### src/rtl/core/nmea_wind_sentence_parser_defines.svh
// ----------------------------------------------------------------------------
// nmea wind sentence parser assertion macros
// concurrent check helpers, compiled out when NO_ASSERTIONS is defined
// ----------------------------------------------------------------------------
`ifndef NMEA_WIND_SENTENCE_PARSER_DEFINES_SVH
`define NMEA_WIND_SENTENCE_PARSER_DEFINES_SVH

`ifndef NO_ASSERTIONS

// same-cycle implication, disabled during reset
`define NWSP_ASSERT_NOW(label, clk, rstn, ante, cons) \
    label: assert property (@(posedge clk) disable iff (!rstn) (ante) |-> (cons)) \
        else $error("nwsp assertion failed");

// next-cycle implication, disabled during reset
`define NWSP_ASSERT_NEXT(label, clk, rstn, ante, cons) \
    label: assert property (@(posedge clk) disable iff (!rstn) (ante) |=> (cons)) \
        else $error("nwsp assertion failed");

`else

`define NWSP_ASSERT_NOW(label, clk, rstn, ante, cons)
`define NWSP_ASSERT_NEXT(label, clk, rstn, ante, cons)

`endif

`endif

### src/rtl/core/nwsp_pkg.sv
// ----------------------------------------------------------------------------
// nwsp_pkg
// shared types, byte codes and lookup functions of the mwv sentence parser
// ----------------------------------------------------------------------------
package nwsp_pkg;

    // ascii codes used by the parser
    localparam logic [7:0] CH_NUL    = 8'h00;
    localparam logic [7:0] CH_DOLLAR = 8'h24;
    localparam logic [7:0] CH_I      = 8'h49;
    localparam logic [7:0] CH_M      = 8'h4D;
    localparam logic [7:0] CH_W      = 8'h57;
    localparam logic [7:0] CH_V      = 8'h56;
    localparam logic [7:0] CH_COMMA  = 8'h2C;
    localparam logic [7:0] CH_STAR   = 8'h2A;
    localparam logic [7:0] CH_POINT  = 8'h2E;
    localparam logic [7:0] CH_ZERO   = 8'h30;
    localparam logic [7:0] CH_NINE   = 8'h39;

    // header length and field widths
    localparam int          HDR_LEN      = 7;
    localparam logic [2:0]  HDR_LAST     = 3'(HDR_LEN - 1);
    localparam int          ANGLE_W      = 16;
    localparam int          SPEED_W      = 17;
    localparam int          FRAC_MAX     = 4;

    // payload field being parsed
    typedef enum logic [1:0] {
        FLD_ANGLE = 2'd0,
        FLD_REF   = 2'd1,
        FLD_SPEED = 2'd2,
        FLD_TRAIL = 2'd3
    } field_t;

    // per-number parse state
    typedef struct packed {
        logic [2:0] frac_cnt;
        logic       seen_point;
        logic       digits_seen;
    } num_state_t;

    // one result beat
    typedef struct packed {
        logic [ANGLE_W-1:0] wind_angle;
        logic [7:0]         reference_char;
        logic [SPEED_W-1:0] wind_speed;
        logic               parse_ok;
    } result_t;

    // expected header byte at a match position
    function automatic logic [7:0] hdr_char(input logic [2:0] pos);
        logic [7:0] c;
        unique case (pos)
            3'd0:    c = CH_DOLLAR;
            3'd1:    c = CH_I;
            3'd2:    c = CH_I;
            3'd3:    c = CH_M;
            3'd4:    c = CH_W;
            3'd5:    c = CH_V;
            3'd6:    c = CH_COMMA;
            default: c = CH_DOLLAR;
        endcase
        return c;
    endfunction

    // powers of ten for digit weighting
    function automatic logic [13:0] pow10(input logic [2:0] n);
        logic [13:0] p;
        unique case (n)
            3'd0:    p = 14'd1;
            3'd1:    p = 14'd10;
            3'd2:    p = 14'd100;
            3'd3:    p = 14'd1000;
            3'd4:    p = 14'd10000;
            default: p = 14'd1;
        endcase
        return p;
    endfunction

endpackage

### src/rtl/core/nwsp_num_acc.sv
// ----------------------------------------------------------------------------
// nwsp_num_acc
// adds one digit or decimal point to a saturating fixed-point accumulator
// ----------------------------------------------------------------------------
module nwsp_num_acc #(
    parameter int WIDTH       = 16,
    parameter int FRAC_DIGITS = 2
) (
    input  logic [WIDTH-1:0]        acc_i,
    input  logic [7:0]              byte_i,
    input  nwsp_pkg::num_state_t    st_i,
    output logic [WIDTH-1:0]        acc_o,
    output nwsp_pkg::num_state_t    st_o,
    output logic                    bad_o
);
    import nwsp_pkg::*;

    localparam int         FD     = (FRAC_DIGITS > FRAC_MAX) ? FRAC_MAX : FRAC_DIGITS;
    localparam logic [2:0] FD_L   = 3'(FD);
    localparam int         SUM_W  = WIDTH + 5;
    localparam logic [SUM_W-1:0] MAXV = SUM_W'({WIDTH{1'b1}});

    logic [3:0]       digit;
    logic [2:0]       weight_idx;
    logic [17:0]      scaled;
    logic [SUM_W-1:0] acc_ext;
    logic [SUM_W-1:0] sum;

    assign digit      = byte_i[3:0];
    assign acc_ext    = SUM_W'(acc_i);
    assign weight_idx = st_i.seen_point ? (FD_L - st_i.frac_cnt - 3'd1) : FD_L;
    assign scaled     = 18'(digit) * 18'(pow10(weight_idx));

    // digit weighting and saturation
    always_comb begin
        st_o  = st_i;
        bad_o = 1'b0;
        sum   = acc_ext;
        if (byte_i == CH_POINT) begin
            if (st_i.seen_point) begin
                bad_o = 1'b1;
            end else begin
                st_o.seen_point = 1'b1;
            end
        end else begin
            st_o.digits_seen = 1'b1;
            if (!st_i.seen_point) begin
                sum = (acc_ext << 3) + (acc_ext << 1) + SUM_W'(scaled);
            end else if (st_i.frac_cnt < FD_L) begin
                st_o.frac_cnt = st_i.frac_cnt + 3'd1;
                sum = acc_ext + SUM_W'(scaled);
            end
        end
        acc_o = (sum > MAXV) ? {WIDTH{1'b1}} : sum[WIDTH-1:0];
    end

endmodule

### src/rtl/core/nwsp_parser.sv
// ----------------------------------------------------------------------------
// nwsp_parser
// header hunt and payload field state, one byte per fire
// ----------------------------------------------------------------------------
`include "nmea_wind_sentence_parser_defines.svh"

module nwsp_parser #(
    parameter int FRAC_DIGITS = 2
) (
    input  logic                aclk,
    input  logic                aresetn,
    input  logic                fire_i,
    input  logic [7:0]          byte_i,
    output logic                res_valid_o,
    output nwsp_pkg::result_t   res_o
);
    import nwsp_pkg::*;

    logic [2:0]         hdr_pos_reg,   hdr_pos_next;
    logic               in_payload_reg, in_payload_next;
    field_t             field_reg,     field_next;
    logic [ANGLE_W-1:0] angle_reg,     angle_next;
    logic [SPEED_W-1:0] speed_reg,     speed_next;
    num_state_t         num_reg,       num_next;
    logic [7:0]         ref_reg,       ref_next;
    logic               bad_reg,       bad_next;

    logic [ANGLE_W-1:0] angle_acc;
    logic [SPEED_W-1:0] speed_acc;
    num_state_t         angle_st, speed_st;
    logic               angle_bad, speed_bad;
    logic               numch;

    assign numch = ((byte_i >= CH_ZERO) && (byte_i <= CH_NINE)) || (byte_i == CH_POINT);

    nwsp_num_acc #(.WIDTH(ANGLE_W), .FRAC_DIGITS(FRAC_DIGITS)) u_angle_acc (
        .acc_i  (angle_reg),
        .byte_i (byte_i),
        .st_i   (num_reg),
        .acc_o  (angle_acc),
        .st_o   (angle_st),
        .bad_o  (angle_bad)
    );

    nwsp_num_acc #(.WIDTH(SPEED_W), .FRAC_DIGITS(FRAC_DIGITS)) u_speed_acc (
        .acc_i  (speed_reg),
        .byte_i (byte_i),
        .st_i   (num_reg),
        .acc_o  (speed_acc),
        .st_o   (speed_st),
        .bad_o  (speed_bad)
    );

    // result fields straight from current state
    always_comb begin
        res_o.wind_angle     = angle_reg;
        res_o.reference_char = ref_reg;
        res_o.wind_speed     = speed_reg;
        res_o.parse_ok       = !bad_reg && ((field_reg == FLD_TRAIL) ||
                               ((field_reg == FLD_SPEED) && num_reg.digits_seen));
    end

    // next state for one byte
    always_comb begin
        hdr_pos_next    = hdr_pos_reg;
        in_payload_next = in_payload_reg;
        field_next      = field_reg;
        angle_next      = angle_reg;
        speed_next      = speed_reg;
        num_next        = num_reg;
        ref_next        = ref_reg;
        bad_next        = bad_reg;
        res_valid_o     = 1'b0;
        if (fire_i && (byte_i != CH_NUL)) begin
            if (!in_payload_reg) begin
                if (byte_i == hdr_char(hdr_pos_reg)) begin
                    if (hdr_pos_reg == HDR_LAST) begin
                        hdr_pos_next    = 3'd0;
                        in_payload_next = 1'b1;
                    end else begin
                        hdr_pos_next = hdr_pos_reg + 3'd1;
                    end
                end else begin
                    hdr_pos_next = (byte_i == CH_DOLLAR) ? 3'd1 : 3'd0;
                end
            end else if (byte_i == CH_STAR) begin
                res_valid_o     = 1'b1;
                hdr_pos_next    = 3'd0;
                in_payload_next = 1'b0;
                field_next      = FLD_ANGLE;
                angle_next      = '0;
                speed_next      = '0;
                num_next        = '0;
                ref_next        = '0;
                bad_next        = 1'b0;
            end else begin
                unique case (field_reg)
                    FLD_ANGLE: begin
                        if (numch) begin
                            angle_next = angle_acc;
                            num_next   = angle_st;
                            bad_next   = bad_reg | angle_bad;
                        end else if (byte_i == CH_COMMA) begin
                            bad_next   = bad_reg | !num_reg.digits_seen;
                            num_next   = '0;
                            field_next = FLD_REF;
                        end else begin
                            bad_next = 1'b1;
                        end
                    end
                    FLD_REF: begin
                        if (!num_reg.digits_seen) begin
                            ref_next             = byte_i;
                            num_next.digits_seen = 1'b1;
                        end else if (byte_i == CH_COMMA) begin
                            num_next   = '0;
                            field_next = FLD_SPEED;
                        end else begin
                            bad_next = 1'b1;
                        end
                    end
                    FLD_SPEED: begin
                        if (numch) begin
                            speed_next = speed_acc;
                            num_next   = speed_st;
                            bad_next   = bad_reg | speed_bad;
                        end else if (byte_i == CH_COMMA) begin
                            bad_next   = bad_reg | !num_reg.digits_seen;
                            field_next = FLD_TRAIL;
                        end else begin
                            bad_next = 1'b1;
                        end
                    end
                    FLD_TRAIL: begin
                        field_next = FLD_TRAIL;
                    end
                    default: begin
                        field_next = FLD_TRAIL;
                    end
                endcase
            end
        end
    end

    // state registers
    always_ff @(posedge aclk) begin
        if (!aresetn) begin
            hdr_pos_reg    <= 3'd0;
            in_payload_reg <= 1'b0;
            field_reg      <= FLD_ANGLE;
            angle_reg      <= '0;
            speed_reg      <= '0;
            num_reg        <= '0;
            ref_reg        <= '0;
            bad_reg        <= 1'b0;
        end else begin
            hdr_pos_reg    <= hdr_pos_next;
            in_payload_reg <= in_payload_next;
            field_reg      <= field_next;
            angle_reg      <= angle_next;
            speed_reg      <= speed_next;
            num_reg        <= num_next;
            ref_reg        <= ref_next;
            bad_reg        <= bad_next;
        end
    end

    // header hunt never passes the last header byte
    `NWSP_ASSERT_NOW(a_hdr_range, aclk, aresetn, 1'b1, hdr_pos_reg <= HDR_LAST)
    // while hunting, the sentence state is clear
    `NWSP_ASSERT_NOW(a_hunt_clear, aclk, aresetn, !in_payload_reg,
        (field_reg == FLD_ANGLE) && (angle_reg == '0) && (speed_reg == '0) && !bad_reg)
    // in the payload the header counter rests at zero
    `NWSP_ASSERT_NOW(a_payload_hdr, aclk, aresetn, in_payload_reg, hdr_pos_reg == 3'd0)
    // a result rearms the header hunt
    `NWSP_ASSERT_NEXT(a_rearm, aclk, aresetn, res_valid_o, !in_payload_reg)

endmodule

### src/rtl/core/nmea_wind_sentence_parser.sv
// ----------------------------------------------------------------------------
// nmea_wind_sentence_parser
// parses "$IIMWV," sentences into fixed-point wind angle and speed
// ----------------------------------------------------------------------------
// a '*' byte is held in the input register, then its result in the result register
// throughput: one byte per cycle while m_ready is high; a result waiting in the result
//   register holds off parsing, so the input register fills and s_ready drops
// reset: synchronous active-low aresetn clears both registers' valid bits and the
//   parse state; the block then hunts for the header
module nmea_wind_sentence_parser #(
    parameter int FRAC_DIGITS = 2
) (
    input  logic                            aclk,
    input  logic                            aresetn,
    input  logic                            s_valid,
    output logic                            s_ready,
    input  logic [7:0]                      s_rx_byte,
    output logic                            m_valid,
    input  logic                            m_ready,
    output logic [nwsp_pkg::ANGLE_W-1:0]    m_wind_angle,
    output logic [7:0]                      m_reference_char,
    output logic [nwsp_pkg::SPEED_W-1:0]    m_wind_speed,
    output logic                            m_parse_ok
);
    import nwsp_pkg::*;

    logic       in_vld_reg, in_vld_next;
    logic [7:0] in_byte_reg;
    logic       out_vld_reg, out_vld_next;
    result_t    out_reg;
    logic       fire;
    logic       res_valid;
    result_t    res;

    // a stored byte is processed when the result register can take a beat
    assign fire    = in_vld_reg && (!out_vld_reg || m_ready);
    assign s_ready = !in_vld_reg || fire;

    nwsp_parser #(.FRAC_DIGITS(FRAC_DIGITS)) u_parser (
        .aclk        (aclk),
        .aresetn     (aresetn),
        .fire_i      (fire),
        .byte_i      (in_byte_reg),
        .res_valid_o (res_valid),
        .res_o       (res)
    );

    // valid bits of input and result registers
    always_comb begin
        in_vld_next = s_ready ? s_valid : in_vld_reg;
        if (fire) begin
            out_vld_next = res_valid;
        end else begin
            out_vld_next = out_vld_reg && !m_ready;
        end
    end

    always_ff @(posedge aclk) begin
        if (!aresetn) begin
            in_vld_reg  <= 1'b0;
            out_vld_reg <= 1'b0;
        end else begin
            in_vld_reg  <= in_vld_next;
            out_vld_reg <= out_vld_next;
        end
    end

    // payload registers
    always_ff @(posedge aclk) begin
        if (s_ready && s_valid) begin
            in_byte_reg <= s_rx_byte;
        end
        if (fire && res_valid) begin
            out_reg <= res;
        end
    end

    assign m_valid          = out_vld_reg;
    assign m_wind_angle     = out_reg.wind_angle;
    assign m_reference_char = out_reg.reference_char;
    assign m_wind_speed     = out_reg.wind_speed;
    assign m_parse_ok       = out_reg.parse_ok;

endmodule
### config.mk
export PLATFORM = sky130hd
export DESIGN_NAME = nmea_wind_sentence_parser
export DESIGN_NICKNAME = d
export VERILOG_FILES = /design/src/rtl/core/nwsp_pkg.sv /design/src/rtl/core/nwsp_num_acc.sv /design/src/rtl/core/nwsp_parser.sv /design/src/rtl/core/nmea_wind_sentence_parser.sv
export VERILOG_INCLUDE_DIRS = /design/src /design/src/rtl/core
export SDC_FILE = /design/constraint.sdc
export NUM_CORES = 1
export LEC_CHECK = 0
export BUFFER_PORTS_ARGS = -buffer_cell sky130_fd_sc_hd__buf_4
export CAP_MARGIN = 0
export CORE_MARGIN = 2
export CORE_UTILIZATION = 47
export DETAILED_ROUTE_END_ITERATION = 12
export GPL_TIMING_DRIVEN = 0
export HOLD_SLACK_MARGIN = 0.12
export PLACE_DENSITY_LB_ADDON = 0.2
export SLEW_MARGIN = 10
export SYNTH_ARGS = -nofsm -noshare
export SYNTH_HDL_FRONTEND = slang
export SYNTH_SLANG_ARGS = --single-unit
### constraint.sdc
create_clock -name aclk -period 21.3 [get_ports aclk]
set_clock_uncertainty 0.15 [all_clocks]
set_input_delay 4.26 -clock aclk [delete_from_list [all_inputs] [get_ports aclk]]
set_output_delay 4.26 -clock aclk [all_outputs]
set_load 0.02 [all_outputs]
==> results by group, run 1 <==
Outcome
  – Run status: finished clean

Worst setup path
  – Most frequent cell on the critical path: buf_4
  – Worst Path Required: around 17000 ps
  – Cell-by-cell trace of the critical path: buf_4, nor2b_1, nand2_1, buf_4
  – WP buf/inv: 2
  – Setup Crit Path Kind: in2out
  – Largest delay contributor family on the critical path: simple AND/OR/NAND/NOR gates
  – Worst path arrival time: 4870 ps
  – Cell with the largest stage delay on the worst path: nor2b_1
  – Delay of the slowest cell on the worst path: 220 ps
  – Critical Path End Type: primary output
  – Startpoint kind of the worst setup timing path: input pin
  – CP Max Fanout: 4

Synthesis
  – Share of the synthesized area in the top cell type: 14.6%
  – Cell type with the highest aggregate area in the netlist: edfxtp_1
  – Share of synthesized area occupied by flip-flops and latches: 25.3%
  – Dominant cells by area after synthesis: edfxtp_1, ha_1, dfxtp_1
  – Number of enable-type register cells in the synthesized netlist: 50
  – Prevailing post-synth register cell: dfxtp_1
  – Count of mapped cells out of synthesis: 1188
  – Leading cell type by number of instances after synthesis: inv_1
  – Synth Warn #: 0
  – Net count after synthesis: 1351
  – Post-Syn Area: 10300 um2
  – Synth async-reset ratio: 0%
  – Leading post-synthesis cells by instance count: inv_1, ha_1, a21oi_1
  – Avg Cell Area, Syn: between 8 and 9 um2
  – Number of storage elements in the synthesis netlist: roughly 110
  – Unique cell type count in the Yosys netlist: 79

Pwr
  – Clock share of power: 35.5%
  – Cell internal power dissipation: 338 uW
  – Worst IR Drop VDD: 0.0000373 V
  – Lkg Pwr: 0.00533 uW
  – Comb pwr share: 21.9%
  – Switching power: 160 uW
  – Power per standard cell area: 43.8 nW/um2
  – Portion of total power attributed to sequential cells: 42.6%
  – Switching Share: 32.2%

Detailed routing
  – Vias per std cell: 5.97
  – Overall via count from detail_route: 9188
  – Number of DRC violations after detailed routing: 0
  – Initial DRT Pass Iterations: 6
  – Iteration-0 DRC Markers: 677
  – Post-route antenna net violation count: 0
  – Routed wirelength normalized by instance count: 18.8 um
  – Final Routed Wirelength: 28900 um

Clocking
  – Num CTS Buffers: 9
  – TritonCTS Sinks: about 110
  – Deepest level of the CTS H-tree: 3
  – Quantity of gates resized following cts: 0
  – CTS max path bufs: 2
  – Clock tree root driver cell: clkbuf_16
  – TritonCTS clock tree: done
  – Insertion delay to the later sink of the worst-skew pair: 370 ps
  – Post-cts hold buffer count: 0
  – Clock slew at reported path FFs: 90 ps
  – Number of buffers inserted by post-CTS setup repair: 0

STA
  – Transition time at the pin with the least slew margin: 1180 ps
  – Post-route clock period utilization: 43.6%
  – RSZ-0062 raised after global routing: no
  – Crit path setup slack, layout: 12020 ps
  – Headroom to the max-slew limit: 20.8%
  – Setup total negative slack: 0 ps
  – Achievable clock frequency: roughly 110 MHz
  – Setup-violating endpoint count in the final report: 0
  – Final min period: 9280 ps
  – Max Slew Vio Count: 0
  – Fin. Hold Viols: 0

GRT
  – Initial antenna violation count: 0
  – GRT busiest layer: met2
  – Maximum number of pins on one net before global-route repair: 52
  – Global-route wire length before repair: 46400 um
  – GRT Overall Usage: 24.9%
  – GR met2 Demand/Resource: 39.2%
  – Met3 Use GR: 4.76%
  – M1 GR Usage: 35.1%
  – Number of global-route vias before repair: between 8000 and 9000
  – Overflow after GRT: 0

Placed design
  – HPWL Detailed: 22600 um
  – IO buf count: 55
  – DP Worst Slack: 12020 ps
  – Final weighted congestion of routability-driven global placement: 0.953

Die
  – Area enclosed by the die boundary: about 23000 um2
  – Io pins: 56
  – Initial Utilization: between 40% and 50%
  – Die width: approximately 150 um
  – Die H: about 150 um
  – Core area: 21700 um2
  – Std cell rows: 54

Run
  – Number of max-cap violations: 0

Final layout
  – Fraction of final layout cells sized beyond drive strength 1: approximately 8.5%
  – Filler Cell Count: around 2000
  – Number of antenna repair diodes: 0
  – Fin nets: 1417
  – Area grow syn2layout: 10.4%

Min path
  – Worst hold path type: reg2reg
-- through the flow --
stage	power [uW]	util [%]	cells	hold WS, ps	area [um2]
floorplan	300	-	1188	258	10300
global placement	324	51.0	1523	268	11100
detailed placement	325	51.0	1523	272	11100
CTS	500	52.4	1539	292	11400
global route	521	52.4	1539	308	11400
finish	498	52.4	1539	291	11400
-- worst paths after layout --
path                                     startpoint                endpoint  slack [ps]  cells after the start
worst max-delay path                        m_ready                 s_ready       12020                      4
worst min register to register  u_parser.ref_reg[7]     m_reference_char[7]         290                      0
worst max register to register  u_parser.num_reg[1]  u_parser.speed_reg[16]       12260                     29
worst min-delay path            u_parser.ref_reg[7]     m_reference_char[7]         290                      0
-- routing by layer --
metal  share of wire (%)  routed length (um)
met5                   0                   0
met4                 2.6                 760
met3                 6.9                2010
met2                  45               12900
met1                  46               13200
-- layout make-up --
cell class | count | area, um2 | area share, %
Multi-Input combinational cell | 880 | 6910 | 60.8
Sequential cell | 105 | 2600 | 22.9
Inverter | 161 | 604 | 5.32
Timing Repair Buffer | 55 | 413 | 3.63
Tap cell | 280 | 350 | 3.08
Clock buffer | 9 | 225 | 1.98
Buffer | 42 | 183 | 1.61
Clock inverter | 7 | 81.3 | 0.715
-- power by group through the flow --
stage          clock [uW]  combinational, uW  sequential, uW
2_1_floorplan           0               83.2             216
6_report              177                109             212
4_1_cts               180                108             212
5_1_grt               187                122             212
3_5_place_dp            0                108             217
3_3_place_gp            0                107             217
-- cell usage in the layout, fill, tap and decap left out, types with 36 or more instances in the layout --
cell,count
a21oi_1,91
dfxtp_1,55
fa_1,52
buf_4,56
nor2_1,72
o21ai_0,71
inv_1,160
xnor2_1,36
edfxtp_1,50
nand2_1,69
ha_1,99
-- cell families after synthesis --
family,after synthesis,synth area share [%]
compound gates,373,24.5
xor+xnor,62,5.27
fa+ha+maj,151,22.1
buf+inv,203,7.62
flops,105,25.3
mux,8,0.790
simple gates,286,14.4
Power figures use the tool's default switching activity.
==> inputs of run 2 (changes only) <==
--- a/config.mk
+++ b/config.mk
@@ -6,6 +6,7 @@
 export SDC_FILE = /design/constraint.sdc
 export NUM_CORES = 1
 export LEC_CHECK = 0
+export ABC_AREA = 1
 export BUFFER_PORTS_ARGS = -buffer_cell sky130_fd_sc_hd__buf_4
 export CAP_MARGIN = 0
 export CORE_MARGIN = 2
==> constraint.sdc (replaced) <==
create_clock -name aclk -period 8.83 [get_ports aclk]
set_clock_uncertainty 0.15 [all_clocks]
set_input_delay 1.766 -clock aclk [delete_from_list [all_inputs] [get_ports aclk]]
set_output_delay 1.766 -clock aclk [all_outputs]
set_load 0.02 [all_outputs]
==> run 2 against run 1 <==
  * Die area rose by 7.3%
  * Critical path depth is 30 higher
  * Critical path type is now reg2reg
  * Highest routed layer unchanged
  * Sequential power up 140%
  * Combinational power rose by 76%
==> results by group, run 2 <==
Outcome
  – Run status: finished clean

Placed design
  – HPWL Detailed: 26800 um (+19%)
  – Final weighted congestion of routability-driven global placement: 0.967 (+1.5%)
  – IO buf count: 55 (unchanged)
  – Number of cells after detailed placement: 1938 (+27%)

Detailed routing
  – Overall via count from detail_route: 10400 (+13%)
  – Routed wirelength normalized by instance count: 16.8 um (-10%)
  – Number of DRC violations after detailed routing: 0 (unchanged)
  – Initial DRT Pass Iterations: 6 (unchanged)
  – Vias per std cell: 5.34 (-11%)
  – Post-route antenna net violation count: 0 (unchanged)
  – Iteration-0 DRC Markers: 863 (+27%)
  – Final Routed Wirelength: 32900 um (+14%)

Worst setup path
  – Count of cells along the worst register-to-register path: 34 (+17%)
  – Worst Path Required: 8900 ps (-7990 ps)
  – Startpoint kind of the worst setup timing path: flip-flop
  – Cell with the largest stage delay on the worst path: clkbuf_1
  – Delay of the slowest cell on the worst path: 640 ps (+420 ps)
  – Worst reg2reg startpoint: u_parser.num_reg[1]
  – Critical Path End Type: flip-flop
  – Minimum setup slack among reg-to-reg paths: 800 ps (-11460 ps)
  – CP Max Fanout: 10 (+6)
  – WP buf/inv: 8 (+6)
  – Most frequent cell on the critical path: nand2_1
  – Reg-to-reg endpoint: u_parser.speed_reg[14]
  – Levels on crit path: 34 (+30)
  – Setup Crit Path Kind: reg2reg
  – Largest delay contributor family on the critical path: adder cells
  – First element of the critical path: u_parser.num_reg[1]
  – Worst setup endpoint: u_parser.speed_reg[14]
  – Worst path arrival time: 8110 ps (+3240 ps)

GRT
  – GRT Overall Usage: 27.0% (+2.0 points)
  – Maximum number of pins on one net before global-route repair: 23 (-56%)
  – Initial antenna violation count: 0 (unchanged)
  – Number of global-route vias before repair: 9728 (+12%)
  – Global-route wire length before repair: 51600 um (+11%)
  – Overflow after GRT: 0 (unchanged)

Synthesis
  – Number of enable-type register cells in the synthesized netlist: 50 (unchanged)
  – Cell type with the highest aggregate area in the netlist: edfxtp_1
  – Count of mapped cells out of synthesis: 1562 (+31%)
  – Avg Cell Area, Syn: 7.08 um2 (-18%)
  – Dominant cells by area after synthesis: edfxtp_1, nand2_1, ha_1
  – Leading cell type by number of instances after synthesis: nand2_1
  – Share of synthesized area occupied by flip-flops and latches: 23.5% (-1.8 points)
  – Leading post-synthesis cells by instance count: nand2_1, inv_1, a21oi_1
  – Number of storage elements in the synthesis netlist: 105 (unchanged)
  – Post-Syn Area: 11100 um2 (+7.5%)
  – Prevailing post-synth register cell: dfxtp_1
  – Share of the synthesized area in the top cell type: 13.6% (-1.0 points)
  – Synth Warn #: 0 (unchanged)
  – Synth async-reset ratio: 0% (unchanged)
  – Unique cell type count in the Yosys netlist: 56 (-29%)
  – Net count after synthesis: 1725 (+28%)

Final layout
  – Number of antenna repair diodes: 0 (unchanged)
  – Fraction of final layout cells sized beyond drive strength 1: 9.60% (+1.1 points)
  – Most frequent cells in the layout: nand2_1, inv_1, a21oi_1, nor2_1, nand3_1
  – Fin nets: 1793 (+27%)
  – Most common library cell in the layout ignoring fill and taps: nand2_1
  – Area grow syn2layout: 10.5% (about the same)
  – Post-route insts no fill: 1954 (+27%)

Clocking
  – Deepest level of the CTS H-tree: 3 (unchanged)
  – Post-cts hold buffer count: 0 (unchanged)
  – TritonCTS clock tree: done
  – TritonCTS Sinks: 105 (unchanged)
  – Clock tree root driver cell: clkbuf_16
  – Num CTS Buffers: 9 (unchanged)
  – Insertion delay to the later sink of the worst-skew pair: 380 ps (about the same)
  – Number of buffers inserted by post-CTS setup repair: 0 (unchanged)
  – Clock slew at reported path FFs: 90 ps (about the same)
  – CTS max path bufs: 2 (unchanged)
  – Quantity of gates resized following cts: 0 (unchanged)

STA
  – RSZ-0062 raised after global routing: no
  – Setup total negative slack: 0 ps (unchanged)
  – Final min period: around 8000 ps
  – Fin. Hold Viols: 0 (unchanged)
  – Max Slew Vio Count: 0 (unchanged)
  – Transition time at the pin with the least slew margin: 979 ps (-205 ps)
  – Setup-violating endpoint count in the final report: 0 (unchanged)
  – Headroom to the max-slew limit: 34.7% (+14 points)
  – Post-route clock period utilization: 91.0%
  – Achievable clock frequency: between 100 and 150 MHz

Pwr
  – Power per standard cell area: 93.5 nW/um2 (+110%)
  – Overall Power: 1140 uW (+130%)
  – Clock share of power: 38.4% (+2.9 points)
  – Lkg Pwr: 0.00610 uW (+14%)
  – Switching power: 363 uW (+130%)
  – Comb pwr share: 16.8% (-5.1 points)
  – Cell internal power dissipation: 780 uW (+130%)
  – Switching Share: 31.7% (-0.44 points)
  – Portion of total power attributed to sequential cells: 44.8% (+2.2 points)
  – Worst IR Drop VDD: 0.0000743 V (+99%)

Die
  – Initial Utilization: 47.6% (+0.085 points)
  – Die width: 157 um (+3.6%)
  – Std cell rows: 56 (+3.7%)
  – Io pins: 56 (unchanged)
  – Die H: 157 um (+3.6%)
  – Area enclosed by the die boundary: 24800 um2 (+7.3%)
  – Core area: 23300 um2 (+7.3%)

Run
  – Number of max-cap violations: 0 (unchanged)

Min path
  – Worst hold path type: reg2reg
==> run 2: cell types whose count changed in the layout (fill, tap and decap cells not counted), sizes merged, moves of 14 or more <==
cell | previous run | this run
nand2 | 69 | 379
inv | 164 | 269
nand3 | 13 | 107
a21oi | 92 | 165
nor2 | 72 | 138
a311oi | 21 | 0
a31oi | 22 | 2
a21o | 24 | 6
and3 | 17 | 0
xnor2 | 36 | 19
clkbuf | 40 | 25
and2 | 18 | 4
==> run 2: area by class of cell <==
cell class,count,area (um2)
fill,2378,11000
multi-input combinational,1163,7330
sequential,105,2600
inverter,267,1010
timing repair buffer,57,443
tap,319,399
clock buffer,9,225
buffer,27,131
clock inverter,7,86.3
==> run 2: worst register-to-register path: cells and delay by family, from the launching register on <==
kind / cells / cell delay [ps]
buf+inv: 8 / 1720
compound gates: 4 / 670
simple gates: 16 / 2110
xor+xnor: 1 / 630
fa+ha+maj: 5 / 2280
flops: 1 / 310
==> run 2: cells by family after synthesis <==
group | Yosys count | synth area share, %
multiplexers | 1 | 0.0905
buffers and inverters | 294 | 10.3
XOR/XNOR | 38 | 3.01
adder cells (fa/ha/maj) | 151 | 20.6
AO/OA/AOI/OAI | 303 | 15.8
AND/OR/NAND/NOR | 670 | 26.7
flip-flops | 105 | 23.5
==> run 2: worst min path at each step <==
stage / from / endpoint / slack (ps) / depth (start not counted)
after global placement: u_parser.ref_reg[6] / m_reference_char[6] / 260 / 0
after floorplan: u_parser.ref_reg[0] / m_reference_char[0] / 250 / 0
final: u_parser.ref_reg[4] / m_reference_char[4] / 280 / 0
after global routing: u_parser.ref_reg[6] / m_reference_char[6] / 300 / 0
after CTS: u_parser.ref_reg[4] / m_reference_char[4] / 280 / 0
after detailed placement: u_parser.ref_reg[4] / m_reference_char[4] / 260 / 0
==> run 2: per-layer routing <==
layer | wire [um] | up-vias | global-route usage (%)
met1 | 15500 | 4828 | 37.7
met4 | 757 | 0 | 7.49
met3 | 1980 | 46 | 3.22
met2 | 14600 | 320 | 44.1
met5 | 0 | - | 0
li1 | - | 5231 | -
==> run 2: power groups by stage <==
stage               Sequential [uW]  Combinational, uW  Clock [uW]
global placement                523                186           0
CTS                             512                189         442
global route                    512                213         457
detailed placement              523                187           0
finish                          512                192         439
floorplan                       522                140           0
==> run 2: metrics by stage <==
| step | setup WS (ps) | area [um2] | utilization, % | hold slack [ps] |
|---|---|---|---|---|
| 5_1_grt | 277 | 12200 | 52.5 | 298 |
| 2_1_floorplan | 2770 | 11100 | - | 253 |
| 3_5_place_dp | 897 | 11900 | 51.2 | 262 |
| 4_1_cts | 861 | 12200 | 52.5 | 284 |
| 3_3_place_gp | 901 | 11900 | 51.0 | 257 |
| 6_report | 798 | 12200 | 52.5 | 284 |
